--- src/hdl/hhv_pkg.sv ---
// shared types and constants for the http host value validator
// no dependencies
package hhv_pkg;

  localparam int MaxNameLenDef    = 253;
  localparam int MaxLabelLenDef   = 63;
  localparam int MaxLiteralLenDef = 45;
  localparam int QueueDepth       = 2;

  typedef enum logic [3:0] {
    PH_START    = 4'd0,
    PH_NAME     = 4'd1,
    PH_LIT_OPEN = 4'd2,
    PH_LIT_LEAD = 4'd3,
    PH_LIT_HEX  = 4'd4,
    PH_LIT_QUAD = 4'd5,
    PH_AFTER    = 4'd6,
    PH_PORT     = 4'd7
  } phase_t;

  // byte classification made in the front part
  typedef struct packed {
    logic [7:0] c;
    logic       last;
    logic       none;
    logic       is_dec;
    logic       is_hex;
    logic [3:0] hval;
    logic       is_label;
    logic       is_dot;
    logic       is_colon;
    logic       is_lbr;
    logic       is_rbr;
    logic       is_hyphen;
  } cls_t;

  typedef struct packed {
    logic        host_valid;
    logic        bracketed_literal;
    logic        port_present;
    logic [15:0] port_number;
  } res_t;

endpackage

--- src/hdl/hhv_front.sv ---
// front part: accepts request bytes, classifies them, queues them
// depends on hhv_pkg
module hhv_front import hhv_pkg::*; (
  input  logic       clk,
  input  logic       rst,
  input  logic       in_valid,
  output logic       in_ready,
  input  logic [7:0] data_byte,
  input  logic       last,
  input  logic       no_byte,
  output logic       q_valid,
  input  logic       q_ready,
  output cls_t       q_data
);

  localparam int AW = $clog2(QueueDepth);

  cls_t           mem [QueueDepth];
  logic [AW-1:0]  wr_ptr;
  logic [AW-1:0]  rd_ptr;
  logic [AW:0]    count;
  cls_t           cls;
  logic           push;
  logic           pop;

  always_comb begin
    cls.c         = data_byte;
    cls.last      = last;
    cls.none      = no_byte;
    cls.is_dec    = data_byte >= 8'h30 && data_byte <= 8'h39;
    cls.is_hex    = 1'b0;
    cls.hval      = 4'd0;
    if (cls.is_dec) begin
      cls.is_hex = 1'b1;
      cls.hval   = 4'(data_byte - 8'h30);
    end else if (data_byte >= 8'h61 && data_byte <= 8'h66) begin
      cls.is_hex = 1'b1;
      cls.hval   = 4'(data_byte - 8'h57);
    end else if (data_byte >= 8'h41 && data_byte <= 8'h46) begin
      cls.is_hex = 1'b1;
      cls.hval   = 4'(data_byte - 8'h37);
    end
    cls.is_label  = (data_byte >= 8'h41 && data_byte <= 8'h5a) ||
                    (data_byte >= 8'h61 && data_byte <= 8'h7a) || cls.is_dec ||
                    data_byte == 8'h2d || data_byte == 8'h5f || data_byte == 8'h7e;
    cls.is_dot    = data_byte == 8'h2e;
    cls.is_colon  = data_byte == 8'h3a;
    cls.is_lbr    = data_byte == 8'h5b;
    cls.is_rbr    = data_byte == 8'h5d;
    cls.is_hyphen = data_byte == 8'h2d;
  end

  assign in_ready = count != (AW+1)'(QueueDepth);
  assign q_valid  = count != '0;
  assign push     = in_valid && in_ready;
  assign pop      = q_valid && q_ready;
  assign q_data   = mem[rd_ptr];

  always_ff @(posedge clk) begin
    if (push) begin
      mem[wr_ptr] <= cls;
    end
  end

  always_ff @(posedge clk) begin
    if (rst) begin
      wr_ptr <= '0;
      rd_ptr <= '0;
      count  <= '0;
    end else begin
      if (push) wr_ptr <= (wr_ptr == AW'(QueueDepth-1)) ? '0 : wr_ptr + 1'b1;
      if (pop) rd_ptr <= (rd_ptr == AW'(QueueDepth-1)) ? '0 : rd_ptr + 1'b1;
      count <= count + (AW+1)'(push) - (AW+1)'(pop);
    end
  end

endmodule

--- src/hdl/hhv_back.sv ---
// back part: parse state machine and result register
// depends on hhv_pkg
module hhv_back import hhv_pkg::*; #(
  parameter int MAX_NAME_LEN    = MaxNameLenDef,
  parameter int MAX_LABEL_LEN   = MaxLabelLenDef,
  parameter int MAX_LITERAL_LEN = MaxLiteralLenDef
) (
  input  logic clk,
  input  logic rst,
  input  logic q_valid,
  output logic q_ready,
  input  cls_t q_data,
  output logic out_valid,
  input  logic out_ready,
  output res_t out_res
);

  phase_t      phase, phase_next;
  logic        failed, failed_next;
  logic [7:0]  name_bytes, name_bytes_next;
  logic [6:0]  label_count, label_count_next;
  logic [7:0]  previous_char, previous_char_next;
  logic [5:0]  literal_length, literal_length_next;
  logic [3:0]  group_count, group_count_next;
  logic [2:0]  hex_digits, hex_digits_next;
  logic        double_colon_seen, double_colon_seen_next;
  logic [7:0]  octet_value, octet_value_next;
  logic [2:0]  octet_index, octet_index_next;
  logic [1:0]  octet_digits, octet_digits_next;
  logic [15:0] port_accum, port_accum_next;
  logic        port_digit_seen, port_digit_seen_next;
  logic        group_closed, group_closed_next;
  logic        dec_ok, dec_ok_next;
  logic        bracket_form, bracket_form_next;
  res_t        res_next;
  logic        take;
  logic [11:0] oct_nv;
  logic [19:0] port_nv;
  logic [3:0]  n_groups;
  logic        close_ok;
  logic        use_hex;

  assign q_ready = !out_valid || out_ready;
  assign take    = q_valid && q_ready;
  assign oct_nv  = {4'd0, octet_value} * 12'd10 + {8'd0, q_data.hval};
  assign port_nv = {4'd0, port_accum} * 20'd10 + {16'd0, q_data.hval};

  // next state
  always_comb begin
    phase_next             = phase;
    failed_next            = failed;
    name_bytes_next        = name_bytes;
    label_count_next       = label_count;
    previous_char_next     = q_data.c;
    literal_length_next    = literal_length;
    group_count_next       = group_count;
    hex_digits_next        = hex_digits;
    double_colon_seen_next = double_colon_seen;
    octet_value_next       = octet_value;
    octet_index_next       = octet_index;
    octet_digits_next      = octet_digits;
    port_accum_next        = port_accum;
    port_digit_seen_next   = port_digit_seen;
    group_closed_next      = group_closed;
    dec_ok_next            = dec_ok;
    bracket_form_next      = bracket_form;
    use_hex                = 1'b0;
    n_groups               = 4'd0;
    close_ok               = 1'b0;
    if (q_data.none) previous_char_next = previous_char;
    if (!q_data.none && !failed) begin
      case (phase)
        PH_START, PH_NAME: begin
          if (phase == PH_START && q_data.is_lbr) begin
            bracket_form_next = 1'b1;
            phase_next        = PH_LIT_OPEN;
          end else if (q_data.is_colon) begin
            if (phase == PH_START || previous_char == 8'h2d) failed_next = 1'b1;
            else phase_next = PH_PORT;
          end else begin
            phase_next = PH_NAME;
            if (32'(name_bytes) >= MAX_NAME_LEN) begin
              failed_next = 1'b1;
            end else begin
              name_bytes_next = name_bytes + 8'd1;
              if (q_data.is_dot) begin
                if (label_count == '0 || previous_char == 8'h2d) failed_next = 1'b1;
                label_count_next = '0;
              end else if (q_data.is_label) begin
                if (label_count == '0 && q_data.is_hyphen) failed_next = 1'b1;
                else if (32'(label_count) >= MAX_LABEL_LEN) failed_next = 1'b1;
                else label_count_next = label_count + 7'd1;
              end else begin
                failed_next = 1'b1;
              end
            end
          end
        end
        PH_LIT_OPEN, PH_LIT_LEAD, PH_LIT_HEX, PH_LIT_QUAD: begin
          if (q_data.is_rbr) begin
            if (phase == PH_LIT_HEX) begin
              if (group_closed) begin
                failed_next = 1'b1;
              end else if (hex_digits != '0 && group_count >= 4'd8) begin
                failed_next = 1'b1;
              end else begin
                n_groups = group_count + ((hex_digits != '0) ? 4'd1 : 4'd0);
                close_ok = 1'b1;
              end
            end else if (phase == PH_LIT_QUAD) begin
              if (octet_index != 3'd4) failed_next = 1'b1;
              else begin
                n_groups = group_count + 4'd2;
                close_ok = 1'b1;
              end
            end else begin
              failed_next = 1'b1;
            end
            if (close_ok) begin
              if (double_colon_seen ? (n_groups >= 4'd8) : (n_groups != 4'd8))
                failed_next = 1'b1;
              else
                phase_next = PH_AFTER;
            end
          end else if (32'(literal_length) >= MAX_LITERAL_LEN) begin
            failed_next = 1'b1;
          end else begin
            literal_length_next = literal_length + 6'd1;
            if (phase == PH_LIT_OPEN) begin
              if (q_data.is_colon) phase_next = PH_LIT_LEAD;
              else begin
                phase_next = PH_LIT_HEX;
                use_hex    = 1'b1;
              end
            end else if (phase == PH_LIT_LEAD) begin
              if (!q_data.is_colon) failed_next = 1'b1;
              else begin
                phase_next = PH_LIT_HEX;
                use_hex    = 1'b1;
              end
            end else if (phase == PH_LIT_HEX) begin
              use_hex = 1'b1;
            end else begin
              // dotted-quad tail
              if (q_data.is_dec) begin
                if (octet_digits != '0 && octet_value == '0) failed_next = 1'b1;
                else if (oct_nv > 12'd255) failed_next = 1'b1;
                else begin
                  octet_value_next = oct_nv[7:0];
                  if (octet_digits == '0) begin
                    if (octet_index >= 3'd4) failed_next = 1'b1;
                    else begin
                      octet_index_next  = octet_index + 3'd1;
                      octet_digits_next = 2'd1;
                    end
                  end
                end
              end else if (q_data.is_dot && octet_digits != '0) begin
                if (octet_index == 3'd4) failed_next = 1'b1;
                else begin
                  octet_value_next  = '0;
                  octet_digits_next = '0;
                end
              end else begin
                failed_next = 1'b1;
              end
            end
            if (use_hex) begin
              if (q_data.is_hex) begin
                if (hex_digits >= 3'd4) failed_next = 1'b1;
                else begin
                  if (!q_data.is_dec) dec_ok_next = 1'b0;
                  else if (dec_ok) begin
                    if (hex_digits != '0 && octet_value == '0) dec_ok_next = 1'b0;
                    else if (oct_nv > 12'd255) dec_ok_next = 1'b0;
                    else octet_value_next = oct_nv[7:0];
                  end
                  hex_digits_next   = hex_digits + 3'd1;
                  group_closed_next = 1'b0;
                end
              end else if (q_data.is_colon) begin
                if (hex_digits == '0) begin
                  if (double_colon_seen) failed_next = 1'b1;
                  else begin
                    double_colon_seen_next = 1'b1;
                    group_closed_next      = 1'b0;
                  end
                end else if (group_count >= 4'd8) begin
                  failed_next = 1'b1;
                end else begin
                  group_count_next  = group_count + 4'd1;
                  hex_digits_next   = '0;
                  group_closed_next = 1'b1;
                end
                if (!failed_next) begin
                  octet_value_next = '0;
                  dec_ok_next      = 1'b1;
                end
              end else if (q_data.is_dot) begin
                if (hex_digits == '0 || !dec_ok || group_count > 4'd6) failed_next = 1'b1;
                else begin
                  phase_next        = PH_LIT_QUAD;
                  octet_index_next  = 3'd1;
                  octet_digits_next = '0;
                  octet_value_next  = '0;
                end
              end else begin
                failed_next = 1'b1;
              end
            end
          end
        end
        PH_AFTER: begin
          if (q_data.is_colon) phase_next = PH_PORT;
          else failed_next = 1'b1;
        end
        PH_PORT: begin
          if (!q_data.is_dec || port_nv > 20'd65535) failed_next = 1'b1;
          else begin
            port_accum_next      = port_nv[15:0];
            port_digit_seen_next = 1'b1;
          end
        end
        default: failed_next = 1'b1;
      endcase
    end
  end

  // verdict from the updated state
  always_comb begin
    res_next = '0;
    if (!failed_next) begin
      case (phase_next)
        PH_NAME: res_next.host_valid = previous_char_next != 8'h2d;
        PH_AFTER: begin
          res_next.host_valid        = 1'b1;
          res_next.bracketed_literal = 1'b1;
        end
        PH_PORT: begin
          if (port_digit_seen_next && port_accum_next != '0) begin
            res_next.host_valid        = 1'b1;
            res_next.bracketed_literal = bracket_form_next;
            res_next.port_present      = 1'b1;
            res_next.port_number       = port_accum_next;
          end
        end
        default: res_next = '0;
      endcase
    end
  end

  always_ff @(posedge clk) begin
    if (take && q_data.last) out_res <= res_next;
  end

  always_ff @(posedge clk) begin
    if (rst) begin
      out_valid <= 1'b0;
    end else if (take) begin
      out_valid <= q_data.last;
    end else if (out_ready) begin
      out_valid <= 1'b0;
    end
  end

  always_ff @(posedge clk) begin
    if (rst || (take && q_data.last)) begin
      phase             <= PH_START;
      failed            <= 1'b0;
      name_bytes        <= '0;
      label_count       <= '0;
      previous_char     <= '0;
      literal_length    <= '0;
      group_count       <= '0;
      hex_digits        <= '0;
      double_colon_seen <= 1'b0;
      octet_value       <= '0;
      octet_index       <= '0;
      octet_digits      <= '0;
      port_accum        <= '0;
      port_digit_seen   <= 1'b0;
      group_closed      <= 1'b0;
      dec_ok            <= 1'b1;
      bracket_form      <= 1'b0;
    end else if (take) begin
      phase             <= phase_next;
      failed            <= failed_next;
      name_bytes        <= name_bytes_next;
      label_count       <= label_count_next;
      previous_char     <= previous_char_next;
      literal_length    <= literal_length_next;
      group_count       <= group_count_next;
      hex_digits        <= hex_digits_next;
      double_colon_seen <= double_colon_seen_next;
      octet_value       <= octet_value_next;
      octet_index       <= octet_index_next;
      octet_digits      <= octet_digits_next;
      port_accum        <= port_accum_next;
      port_digit_seen   <= port_digit_seen_next;
      group_closed      <= group_closed_next;
      dec_ok            <= dec_ok_next;
      bracket_form      <= bracket_form_next;
    end
  end

endmodule

--- src/hdl/http_host_value_validator.sv ---
// top level of the http host value validator
// depends on hhv_pkg, hhv_front and hhv_back
// Streams one Host header value a byte per request (no_byte marks an empty
// request) and returns one verdict on the request flagged last: validity,
// bracketed IPv6 form, port presence and port number. A request is taken every
// clock while the queue has room; the last byte is written into the classify
// queue, then the parser takes it and writes the verdict straight into the
// result register. The parser's single-byte state update sets the
// one-byte-per-clock rate while no unread verdict stalls it. A two-entry queue
// between classifier and parser and a result register let either side stall.
module http_host_value_validator import hhv_pkg::*; #(
  parameter int MAX_NAME_LEN    = MaxNameLenDef,
  parameter int MAX_LABEL_LEN   = MaxLabelLenDef,
  parameter int MAX_LITERAL_LEN = MaxLiteralLenDef
) (
  input  logic        clk,
  input  logic        rst,
  input  logic        in_valid,
  output logic        in_ready,
  input  logic [7:0]  data_byte,
  input  logic        last,
  input  logic        no_byte,
  output logic        out_valid,
  input  logic        out_ready,
  output logic        host_valid,
  output logic        bracketed_literal,
  output logic        port_present,
  output logic [15:0] port_number
);

  logic q_valid;
  logic q_ready;
  cls_t q_data;
  res_t res;

  // classify bytes and queue them
  hhv_front u_front (
    .clk       (clk),
    .rst       (rst),
    .in_valid  (in_valid),
    .in_ready  (in_ready),
    .data_byte (data_byte),
    .last      (last),
    .no_byte   (no_byte),
    .q_valid   (q_valid),
    .q_ready   (q_ready),
    .q_data    (q_data)
  );

  // parse and hold the verdict
  hhv_back #(
    .MAX_NAME_LEN    (MAX_NAME_LEN),
    .MAX_LABEL_LEN   (MAX_LABEL_LEN),
    .MAX_LITERAL_LEN (MAX_LITERAL_LEN)
  ) u_back (
    .clk       (clk),
    .rst       (rst),
    .q_valid   (q_valid),
    .q_ready   (q_ready),
    .q_data    (q_data),
    .out_valid (out_valid),
    .out_ready (out_ready),
    .out_res   (res)
  );

  assign host_valid        = res.host_valid;
  assign bracketed_literal = res.bracketed_literal;
  assign port_present      = res.port_present;
  assign port_number       = res.port_number;

endmodule
--- config.mk ---
export PLATFORM = sky130hd
export DESIGN_NAME = http_host_value_validator
export DESIGN_NICKNAME = d
export VERILOG_FILES = /design/src/hdl/hhv_pkg.sv /design/src/hdl/hhv_front.sv /design/src/hdl/hhv_back.sv /design/src/hdl/http_host_value_validator.sv
export SDC_FILE = /design/constraint.sdc
export NUM_CORES = 1
export LEC_CHECK = 0
export ABC_AREA = 1
export BUFFER_PORTS_ARGS = -buffer_cell sky130_fd_sc_hd__buf_2
export CAP_MARGIN = 5
export CORE_MARGIN = 2
export CORE_UTILIZATION = 65
export CTS_BUF_LIST = sky130_fd_sc_hd__clkbuf_2
export CTS_CLUSTER_DIAMETER = 50
export CTS_CLUSTER_SIZE = 14
export DETAILED_ROUTE_END_ITERATION = 10
export PLACE_DENSITY = 0.94
export SLEW_MARGIN = 25
export SYNTH_ARGS = -nofsm -noshare
export SYNTH_HDL_FRONTEND = slang
export SYNTH_SLANG_ARGS = --single-unit
--- constraint.sdc ---
create_clock -name clk -period 6.64 [get_ports clk]
set_input_delay 0.996 -clock clk [delete_from_list [all_inputs] [get_ports clk]]
set_output_delay 0.996 -clock clk [all_outputs]
set_load 0.03 [all_outputs]
# Word level (Yosys, flattened, before mapping)
# Memory sizes are Yosys's and may differ from the RTL's. A register that Yosys moved wholly into a read port is not among the register bits.
# Index checks and enable logic that the tools add are counted.
# classes
n_addsub	17
multipliers	2
order_cmp	18
n_eq_ne	31
mux	188
bitwise	10
reduce_logical	57
# op_table
operator	n
$mux 8	20
$mux 4	25
$mux 1	94
$mux 3	19
$mux 16	3
$eq 8x6->1 const B	4
$eq 8x7->1 const B	4
$le 8x7->1 const B	4
$mux 2	15
$reduce_and 10->1	3
$mux 7	4
$reduce_and 9->1	3
$eq 4x3->1 const B	6
$add 20x4->20	1
$gt 20x16->1 const B	1
$mul 16x3->19 const B	1
$mux 19	1
$ge 8x7->1 const B	2
$logic_and 1x1->1	16
$reduce_bool 16->1	1
$mux 5	3
$add 12x4->12	1
$gt 12x8->1 const B	1
$logic_or 1x1->1	12
other kinds (48)	79
# word_totals
regBits	99
ramBits	44
input_bits	14
out_inout_bits	21
wordCells	349
memories	1
# mem_list
name	words	word_bits	rd	rd_ports_with_merged_regs	wr	line	source
u_front.mem	2	22	1	1	1	hhv_front.sv:18	cls_t mem [QueueDepth];

# Logic depth before layout (Yosys ltp)
# logic_depth
depth_word	26
depth_mapped	29
depth_no_buf	27

# By module
# A second synthesis with hierarchy kept.
# hier_totals
hier_cells	1416
area_unflattened_um2	10194.8
# modules_own_cells
module	instances	cells_each	area_each_um2	seq_area_each_um2
hhv_back	1	1212	7872.6	2092.0
hhv_front	1	204	2322.2	1421.4

# Worst setup path before layout
# No wires, ideal clock.
# synth_path
kind	register -> register
from	register u_back.port_accum[1]
to	register u_back.out_res[4] in the netlist's numbering, data pin
setup_ps	255
arrival_ps	3581
required_time_ps	6385
slack_ps	2804
path_stages_with_launch	27
n_path_buf	2
period_less_slack_ps	3836
path_cell_list	dfxtp_1 > ha_1 > ha_1 > inv_1 > fa_1 > nor2_1 > nand3_1 > a21oi_2 > nand2_1 > nor2_4 > nand4_4 > nor2_2 > nand2_1 > nand2_1 > nand2_2 > nor2_8 > nand3_4 > buf_8 > nand2_2 > nand2_2 > nor2_2 > nand2_1 > nor2_2 > nand2_2 > nand3_4 > buf_12 > nor2_4
# synth_between
elab_chain_len	11
elab_cells_between_ends	17
cone_classes	add/sub (1); mul (1); order compare (1); mux (9); bitwise (1); reduce/logical (4)
# synth_lines
element	line	source
start, declared	hhv_back.sv:30	logic [15:0] port_accum, port_accum_next;
start signal, assigned	hhv_back.sv:298	port_accum <= port_accum_next;
$mul 16x3->19	hhv_back.sv:46	assign port_nv = {4'd0, port_accum} * 20'd10 + {16'd0, q_data.hval};
$add 20x4->20	hhv_back.sv:46	
$gt 20x16->1	hhv_back.sv:218	if (!q_data.is_dec || port_nv > 20'd65535) failed_next = 1'b1;
$logic_or 1x1->1	hhv_back.sv:218	
$mux 16	hhv_back.sv:218	
$mux 16	hhv_back.sv:72	case (phase)
$mux 16	hhv_back.sv:71	if (!q_data.none && !failed) begin
$reduce_bool 16->1	hhv_back.sv:240	if (port_digit_seen_next && port_accum_next != '0) begin
$logic_and 1x1->1	hhv_back.sv:240	
$not 1->1 (no line)	n/a	
$reduce_or 3->1 (no line)	n/a	
end signal, assigned	hhv_back.sv:253	if (take && q_data.last) out_res <= res_next;
end, declared	hhv_back.sv:15	output res_t out_res
# Several ways; a longest one is shown, not always the timed one.
# A chain may end at the register's enable or synchronous reset.

==> flow_summary.ini <==
[critical_path]
critical_path_sink_type = flip-flop
timing.critical_path.fanout_max = 23
worstPathRequired_ns = 7.32
worst_ep_arrival_time_ns = 5.53
startpoint_type = flip-flop
timing.setup.critical_path_class = reg2reg

[drt]
initialDrtViolationCount = 833
postRouteAntennaNets = 0
drc = 0
route.final.wire_length_mm = 23.3
total_iterations_of_the_first_detailed_routing_run = 7
via_count = 9051
wire_per_inst_um = 15.0
viasPerCell = 5.83

[power]
p_leak_uw = 0.00482
clk_pwr_share_pct = 14.5
post-layout-total-power_uw = 4150
internal_power_uw = 2100
seq_power_share_pct = 31.1
p_per_area_nw_per_um2 = 401
vdd.ir_drop.worst_mv = 0.250
share_comb_of_total_power_pct = 54.4
sw_frac_of_total_pct = 49.4
power.switching_uw = 2050

[clocking]
clock_latency_late_sink_ns = 0.75
root_buffer = sky130_fd_sc_hd__clkbuf_2
cts.sinks = 144
cts_repair_resize_count = 0
cts.hold.buffers_added = 0
postCtsSetupBuffers = 0
clk_pin_slew_ns = 0.20
cts.path.max_buffers = 2
ctsHtreeMaxLevel = 4
tritoncts = done
tritoncts.num_buffers = 17

[layout]
final.fill_count = 1124
instances_no_fill = 1553
design.final.nets = 1443
leading_cell_type_in_the_layout_fill_and_taps_excluded = sky130_fd_sc_hd__nand2_1
post_route_cells_drive_above_1_share_pct = 9.43
area.growth.synth_to_final_pct = 5.97
final_cell_area_um2 = 10400
top_library_cells_by_usage_in_the_layout_fill_and_taps_aside = 272 x sky130_fd_sc_hd__nand2_1, 218 x sky130_fd_sc_hd__inv_1, 128 x sky130_fd_sc_hd__nor2_1

[synthesis]
avgSynthCellArea_um2 = 7.35
synthTopCellsByArea = sky130_fd_sc_hd__edfxtp_1 19%, sky130_fd_sc_hd__dfxtp_1 17%, sky130_fd_sc_hd__nand2_1 10%
portion_of_synthesized_cell_area_occupied_by_the_leading_cell_type_pct = 19.4
synth.ff_latch_count = 144
synthesis.yosys.warnings = 0
netlist-cell-type-count = 61
mappedNetlistArea_um2 = 9770
postSynthNetCount = 1418
syn-instance-count = 1330
synth_top_area_cell = sky130_fd_sc_hd__edfxtp_1
synth_sequential_area_ratio_pct = 36.0

[timing]
slew_headroom_pct = 40.1
finalSetupViolations = 0
final_max_slew_viol_count = 0
final_hold_viol_count = 0
worst-slew-pin-transition_ns = 0.887
grt_setup_unrepaired = false
final_min_period_over_clock_period_pct = 73.0
maxClockFrequency_ghz = 0.206
setup_tns_ns = 0
finalWorstPathRequiredPeriod_ns = 4.85
finClkSkew_ns = 0.0307
setup_ws_post_layout_ns = 1.79

[global_route]
grt_start_max_net_pins = 59
via_count_of_the_first_global_routing_pass = 8503
grt_first_pass_wirelength_mm = 39.1
grt.overflow.total = 0
grt_util_all_layers_pct = 29.8
initial_antenna_violation_count = 1

[die]
die-width_um = 127
initial_core_util_pct = 67.0
core_area_um2 = 14600
die_area_um2 = 16000
rows = 44
die_y_um = 127
num_io_pins = 35

[placement]
place_worst_setup_slack_ns = 1.95
io_buffer_count = 34
globalplace.congestion = 0.962
dp.cells = 1520
post-dp-hpwl_mm = 17.2
dpl-instance-area_um2 = 10100

[outcome]
outcome = finished clean

[min_path]
min-delay-path-class = in2reg

[flow_run]
max_cap_viol_count = 0
[cells in the mapped netlist, drive strengths merged]
cell	count
mux2i	1
a32o	1
nand3b	3
o221a	1
nor3	37
nand2	291
a221o	1
o21ai	108
o311ai	1
o2111ai	2
xor2	17
xnor2	4
dfxtp	81
edfxtp	63
a22oi	3
and3	2
o22ai	1
o21a	1
nor3b	7
a21oi	68
a211oi	6
clkinv	1
fa	4
ha	70
o211a	1
o21bai	3
a31oi	4
a32oi	1
clkbuf	23
a221oi	2
inv	222
nor2	150
nand3	63
nand4	35
o31ai	3
a2111oi	2
or2	4
nor4	6
o211ai	28
buf	9
[critical path, cell delays in order, from the launching register on]
cell and delay (ns):
sky130_fd_sc_hd__dfxtp_1 0.90, sky130_fd_sc_hd__inv_2 0.32, sky130_fd_sc_hd__nand2_1 0.14, sky130_fd_sc_hd__nand2_1 0.12, sky130_fd_sc_hd__ha_1 0.25, sky130_fd_sc_hd__fa_1 0.47, sky130_fd_sc_hd__nand2_1 0.10, sky130_fd_sc_hd__inv_1 0.04
sky130_fd_sc_hd__o21ai_0 0.24, sky130_fd_sc_hd__nor2_1 0.08, sky130_fd_sc_hd__nand2_1 0.10, sky130_fd_sc_hd__nand3_1 0.07, sky130_fd_sc_hd__nand2_1 0.07, sky130_fd_sc_hd__nand2_1 0.05, sky130_fd_sc_hd__nand2_1 0.08, sky130_fd_sc_hd__nand2_1 0.11
sky130_fd_sc_hd__nor2_1 0.61, sky130_fd_sc_hd__inv_1 0.25, sky130_fd_sc_hd__nand2_1 0.11, sky130_fd_sc_hd__o211ai_1 0.08, sky130_fd_sc_hd__nand3_1 0.09, sky130_fd_sc_hd__o21ai_0 0.08, sky130_fd_sc_hd__inv_1 0.08, sky130_fd_sc_hd__nand2_1 0.05
sky130_fd_sc_hd__nand4_1 0.07, sky130_fd_sc_hd__o211ai_1 0.10, sky130_fd_sc_hd__nand2_1 0.09, sky130_fd_sc_hd__inv_1 0.03
[registers in the layout, indices dropped and copies added, names as in the netlist, 2 cells and up, named ones only]
name / count
u_back.previous_char: 8
u_back.octet_value: 8
u_back.out_res: 19
u_back.literal_length: 6
u_back.label_count: 7
u_back.group_count: 4
u_back.hex_digits: 3
u_front.count: 2
u_back.octet_index: 3
u_back.octet_digits: 2
u_back.name_bytes: 8
u_back.phase: 4
u_back.port_accum: 16
u_front.mem: 44
[final cells by class]
type                    instances  area, µm²  share of cell area [%]
multi-input cells             931       5280                    51.0
flip-flops and latches        144       3510                    33.9
inverters                     223        837                    8.08
well taps                     184        230                    2.22
repair buffers                 38        200                    1.93
clock inverters                12        191                    1.85
clock buffers                  20        100                   0.967
diodes                          1       2.50                  0.0242
[cells by family (layout without fill, tap and decap cells)]
group / count (synthesis) / after routing / share of synthesized area, %
other: 0 / 1 / 0
buffers and inverters: 255 / 293 / 10.4
AND/OR/NAND/NOR: 598 / 598 / 27.8
adder cells (fa/ha/maj): 74 / 74 / 9.78
flip-flops: 144 / 144 / 36.0
AO/OA/AOI/OAI: 237 / 237 / 14.0
XOR/XNOR: 21 / 21 / 1.96
multiplexers: 1 / 1 / 0.102
[path summary, 6_finish.rpt]
path | start | end | slack (ns) | cells after the start
worst max-delay path | flip-flop | u_back.octet_value[3] | 1.79 | 27
worst min-delay path | no_byte | u_front.mem[0][12] | 0.43 | 1
worst max register to register | flip-flop | u_back.octet_value[3] | 1.79 | 27
worst min register to register | u_back.literal_length[5] | u_back.literal_length[5] | 0.48 | 2
[through the flow]
step	utilization, %	hold WS [ns]
after floorplan	-	0.432
after global placement	68.9	0.444
after detailed placement	69.0	0.447
after CTS	71.0	0.378
after global routing	71.0	0.387
final	71.0	0.429
[power by group through the flow]
stage / combinational (µW) / clock, µW / sequential [µW]
after floorplan: 1690 / 0 / 1300
after global placement: 2120 / 0 / 1300
after detailed placement: 2190 / 0 / 1300
after CTS: 2210 / 606 / 1290
after global routing: 2530 / 638 / 1310
final: 2260 / 602 / 1290
[per-layer routing]
metal	routed length, µm	track usage, %	part of all wire (%)	vias up
met3	2070	5.10	8.9	61
met1	9660	39.1	41	4063
met4	598	12.0	2.6	0
met5	0	0	0	-
met2	11000	49.1	47	459
li1	-	-	-	4468
(Power assumes the default switching activity.)
